**src/hw/rtl/src_pkg.sv**
```systemverilog
// Shared types and constants for the segment/rectangle clipper.
// No dependencies.
package src_pkg;

  typedef enum logic [1:0] {
    SIDE_TOP,
    SIDE_RIGHT,
    SIDE_BOTTOM,
    SIDE_LEFT
  } side_e;

  typedef struct packed {
    logic [1:0] count;
    side_e      first;
    side_e      second;
  } clip_ctl_t;

  localparam int CTL_W  = $bits(clip_ctl_t);
  localparam int QDEPTH = 4;
  localparam int QPTR_W = 2;

endpackage

```
**src/hw/rtl/src_fifo.sv**
```systemverilog
// Small register FIFO between the front and back ends.
// Depends on src_pkg for its depth.
module src_fifo import src_pkg::*; #(
  parameter int EW = 8
) (
  input  logic          clk_i,
  input  logic          rst_ni,
  input  logic          push_i,
  input  logic [EW-1:0] data_i,
  output logic          ready_o,
  output logic          valid_o,
  output logic [EW-1:0] data_o,
  input  logic          pop_i
);

  logic [EW-1:0]     mem_q [QDEPTH];
  logic [QPTR_W-1:0] wr_q, rd_q;
  logic [QPTR_W:0]   cnt_q;
  logic              do_push, do_pop;

  assign ready_o = cnt_q != (QPTR_W+1)'(QDEPTH);
  assign valid_o = cnt_q != '0;
  assign data_o  = mem_q[rd_q];
  assign do_push = push_i && ready_o;
  assign do_pop  = pop_i && valid_o;

  always_ff @(posedge clk_i or negedge rst_ni) begin
    if (!rst_ni) begin
      wr_q  <= '0;
      rd_q  <= '0;
      cnt_q <= '0;
    end else begin
      if (do_push) wr_q <= wr_q + 1'b1;
      if (do_pop)  rd_q <= rd_q + 1'b1;
      if (do_push && !do_pop)      cnt_q <= cnt_q + 1'b1;
      else if (do_pop && !do_push) cnt_q <= cnt_q - 1'b1;
    end
  end

  always_ff @(posedge clk_i) begin
    if (do_push) mem_q[wr_q] <= data_i;
  end

endmodule

```
**config.mk**
```make
export PLATFORM = sky130hd
export DESIGN_NAME = src_fifo
export DESIGN_NICKNAME = d
export VERILOG_FILES = /design/src/hw/rtl/src_pkg.sv /design/src/hw/rtl/src_fifo.sv
export SDC_FILE = /design/constraint.sdc
export NUM_CORES = 1
export LEC_CHECK = 0
export BUFFER_PORTS_ARGS = -buffer_cell sky130_fd_sc_hd__clkbuf_2
export CORE_ASPECT_RATIO = 1.25
export CORE_UTILIZATION = 55
export DETAILED_ROUTE_END_ITERATION = 10
export GPL_ROUTABILITY_DRIVEN = 0
export PLACE_DENSITY = 0.86
export SLEW_MARGIN = 20
export SYNTH_ARGS = -nofsm -noshare
export SYNTH_HDL_FRONTEND = slang
export SYNTH_SLANG_ARGS = --single-unit
```
**constraint.sdc**
```tcl
create_clock -name clk_i -period 2.4 [get_ports clk_i]
set_clock_uncertainty 0.05 [all_clocks]
set_input_delay 0.48 -clock clk_i [delete_from_list [all_inputs] [get_ports clk_i]]
set_output_delay 0.48 -clock clk_i [all_outputs]
set_load 0.1 [all_outputs]
```
==> impl_results.md <==
* Final instance area at 1830 sq um
* Crit path buf inv count at 1
* RSZ-0062 raised after global routing: no
* Syn Area/Cell at 20.6 sq um
* Post-Route Setup TNS at 0 ns
* Crit Path Max Fanout at 9
* I/O Pins at 22
* CTS H-tree depth at 2
* Fraction of layout cells with a size suffix above 1 at 43.9%
* Starting Density at 58.5%
* Initial DRC count at 8
* Drt pass-1 iters at 4
* Clock-pin slew on the worst setup and hold paths at 0.11 ns
* WL/cell at 16.3 microns
* WP data arrival at 1.75 ns
* Syn nets at 95
* Largest net degree at the start of global routing at 14
* Routed vias at 756
* Most frequent cells in the layout: 32 x edfxtp_1, 15 x clkbuf_2, 11 x clkbuf_4
* Largest delay share family, worst path: flip-flops
* Worst path slowest cell: dfrtp_1
* Max Cap Violations at 0
* Hold WS at 0.295 ns
* Vias in the first global route at 798
* YS warnings at 0
* Die X at 50 microns
* HP Class: in2reg
* # Post-CTS Setup Buffers at 0
* FP Rows at 21
* Initial antenna violation count at 0
* Final Setup Violations at 0
* CTS root buffer: clkbuf_4
* Mapped cell area at 1580 sq um
* Top post-synthesis cells by area: edfxtp_1 61%, mux4_2 11%, dfrtp_1 11%, ha_1 3.9%, xnor2_1 2.2%
* Fin crit share at 95.1%
* F_max at 438 MHz
* GRT Total Usage at 17.9%
* Max Transition Viols Final at 0
* CTS Buffer Depth at 2
* Synth top area share at 60.7%
* Placement Cell Area at 1750 sq um
* Synthesized flop and latch total at 39
* Layout area overhead at 15.6%
* Cell chain of the critical path: mux4_2, clkbuf_2
* TritonCTS Buffers at 5
* Commonest non-fill, non-tap cell in the layout: edfxtp_1
* Min Clock Period, post-route at 2.28 ns
* Clock Sinks at 39
* PortBufs at 21
* Die extent in y at 62 microns
* Die area at 3100 sq um
* DP HPWL at 1650 microns
* Routed vias/inst at 5.36
* Worst Path Required at 1.87 ns
* # diodes at 0
* Skew-Pair Late Insertion Delay at 0.34 ns
* Critical Path Start Type: register
* Post-synthesis sequential area ratio at 71.7%
* Crit path kind: reg2out
* CP endpoint kind: output port
* CTS tree: yes
* Cells after synthesis at 77
* Max incr delay on CP at 0.63 ns
* Worst slew pin tran at 0.557 ns
* First-pass GRT wire length at 3660 microns
* Final WL at 2300 microns
* CORE AREA at 2710 sq um
* GRT Residual Overflow at 0
* NumNets Final at 124
* Antenna-violating nets left at 0
* Worst slew margin at 63.0%
* Final Hold Fails at 0
* Largest area contributor in the netlist: edfxtp_1
* DRC viols at 0
* Status: finished clean
* Post-synthesis cell type count at 20
## metrics by stage
| stage | setup WS, ns | std cells | util, % |
|---|---|---|---|
| 4_1_cts | 0.0423 | 141 | 67.6 |
| 3_3_place_gp | 0.360 | 132 | 64.5 |
| 6_report | 0.117 | 141 | 67.6 |
| 2_1_floorplan | 0.213 | 77 | - |
| 5_1_grt | 0.0521 | 141 | 67.6 |
| 3_5_place_dp | 0.237 | 132 | 64.5 |
## final cells by class
class / instances / area (sq um)
sequential: 39 / 1140
timing repair buffer: 24 / 158
clock inverter: 3 / 20.0
fill: 185 / 876
clock buffer: 5 / 37.5
tap: 34 / 42.5
inverter: 3 / 11.3
multi-input combinational: 33 / 424
## final timing paths
kind                           start           to  slack (ns)  cells past startpoint
hold reg to reg             cnt_q[2]     cnt_q[2]        0.50                      1
setup reg to reg            cnt_q[0]     cnt_q[2]        0.22                      8
max in group asynchronous     rst_ni      rd_q[0]        1.67                      2
hold / removal             data_i[1]  mem_q[3][1]        0.30                      1
setup / recovery             rd_q[1]    data_o[3]        0.12                      2
min in group asynchronous     rst_ni      wr_q[0]        0.45                      2
## cell usage after synthesis
| library cell | n |
|---|---|
| a21boi_2 | 1 |
| and2_1 | 4 |
| buf_4 | 1 |
| clkbuf_2 | 1 |
| dfrtp_1 | 7 |
| edfxtp_1 | 32 |
| fa_1 | 1 |
| ha_1 | 5 |
| inv_1 | 3 |
| mux2_2 | 1 |
| mux2_4 | 1 |
| mux4_2 | 8 |
| nand2_1 | 1 |
| nand2_4 | 1 |
| nand3_2 | 1 |
| nor2_1 | 1 |
| nor2_2 | 1 |
| or3_4 | 1 |
| xnor2_1 | 4 |
| xor2_1 | 2 |
## sequential cells by signal, indices dropped and copies added (netlist names)
name	cells
rd_q	2
cnt_q	3
mem_q	32
wr_q	2
## timing repair
item / 4_1_cts / 5_1_grt
hold buffers: 1 / 0
resized for setup: 6 / 1
endpoints found under the hold margin: 7 / 0
endpoints found under the setup margin: 6 / 3
## kinds of logic (layout without fill, tap and decap cells)
kind of cell / count (synthesis) / count (layout) / synth area share, %
buffers and inverters: 5 / 35 / 1.50
AO/OA/AOI/OAI: 1 / 1 / 0.711
multiplexers: 10 / 10 / 13.0
adder cells (fa/ha/maj): 6 / 6 / 5.21
flip-flops: 39 / 39 / 71.7
XOR/XNOR: 6 / 6 / 3.32
AND/OR/NAND/NOR: 10 / 10 / 4.50
## metal layers
| metal | GRT usage (%) | routed length, microns | part of all wire (%) | vias up |
|---|---|---|---|---|
| met5 | 0 | 0 | 0 | - |
| met4 | 11.4 | 44 | 1.9 | 0 |
| met3 | 7.30 | 148 | 6.4 | 6 |
| met2 | 30.3 | 1240 | 54 | 27 |
| met1 | 18.8 | 865 | 38 | 373 |
| li1 | - | - | - | 350 |
## worst reg2reg max path: cells and delay by family (launching register included)
| kind | cells | cell delay, ns |
|---|---|---|
| and+or+nand+nor | 3 | 0.63 |
| adders and majority gates | 2 | 0.57 |
| DFF | 1 | 0.47 |
| xor gates and xnor gates | 2 | 0.32 |
| buffers and inverters | 1 | 0.07 |
Power is left out: the tool's default activity adds up to more than one toggle a clock period on the data nets, which glitch-free logic cannot reach.
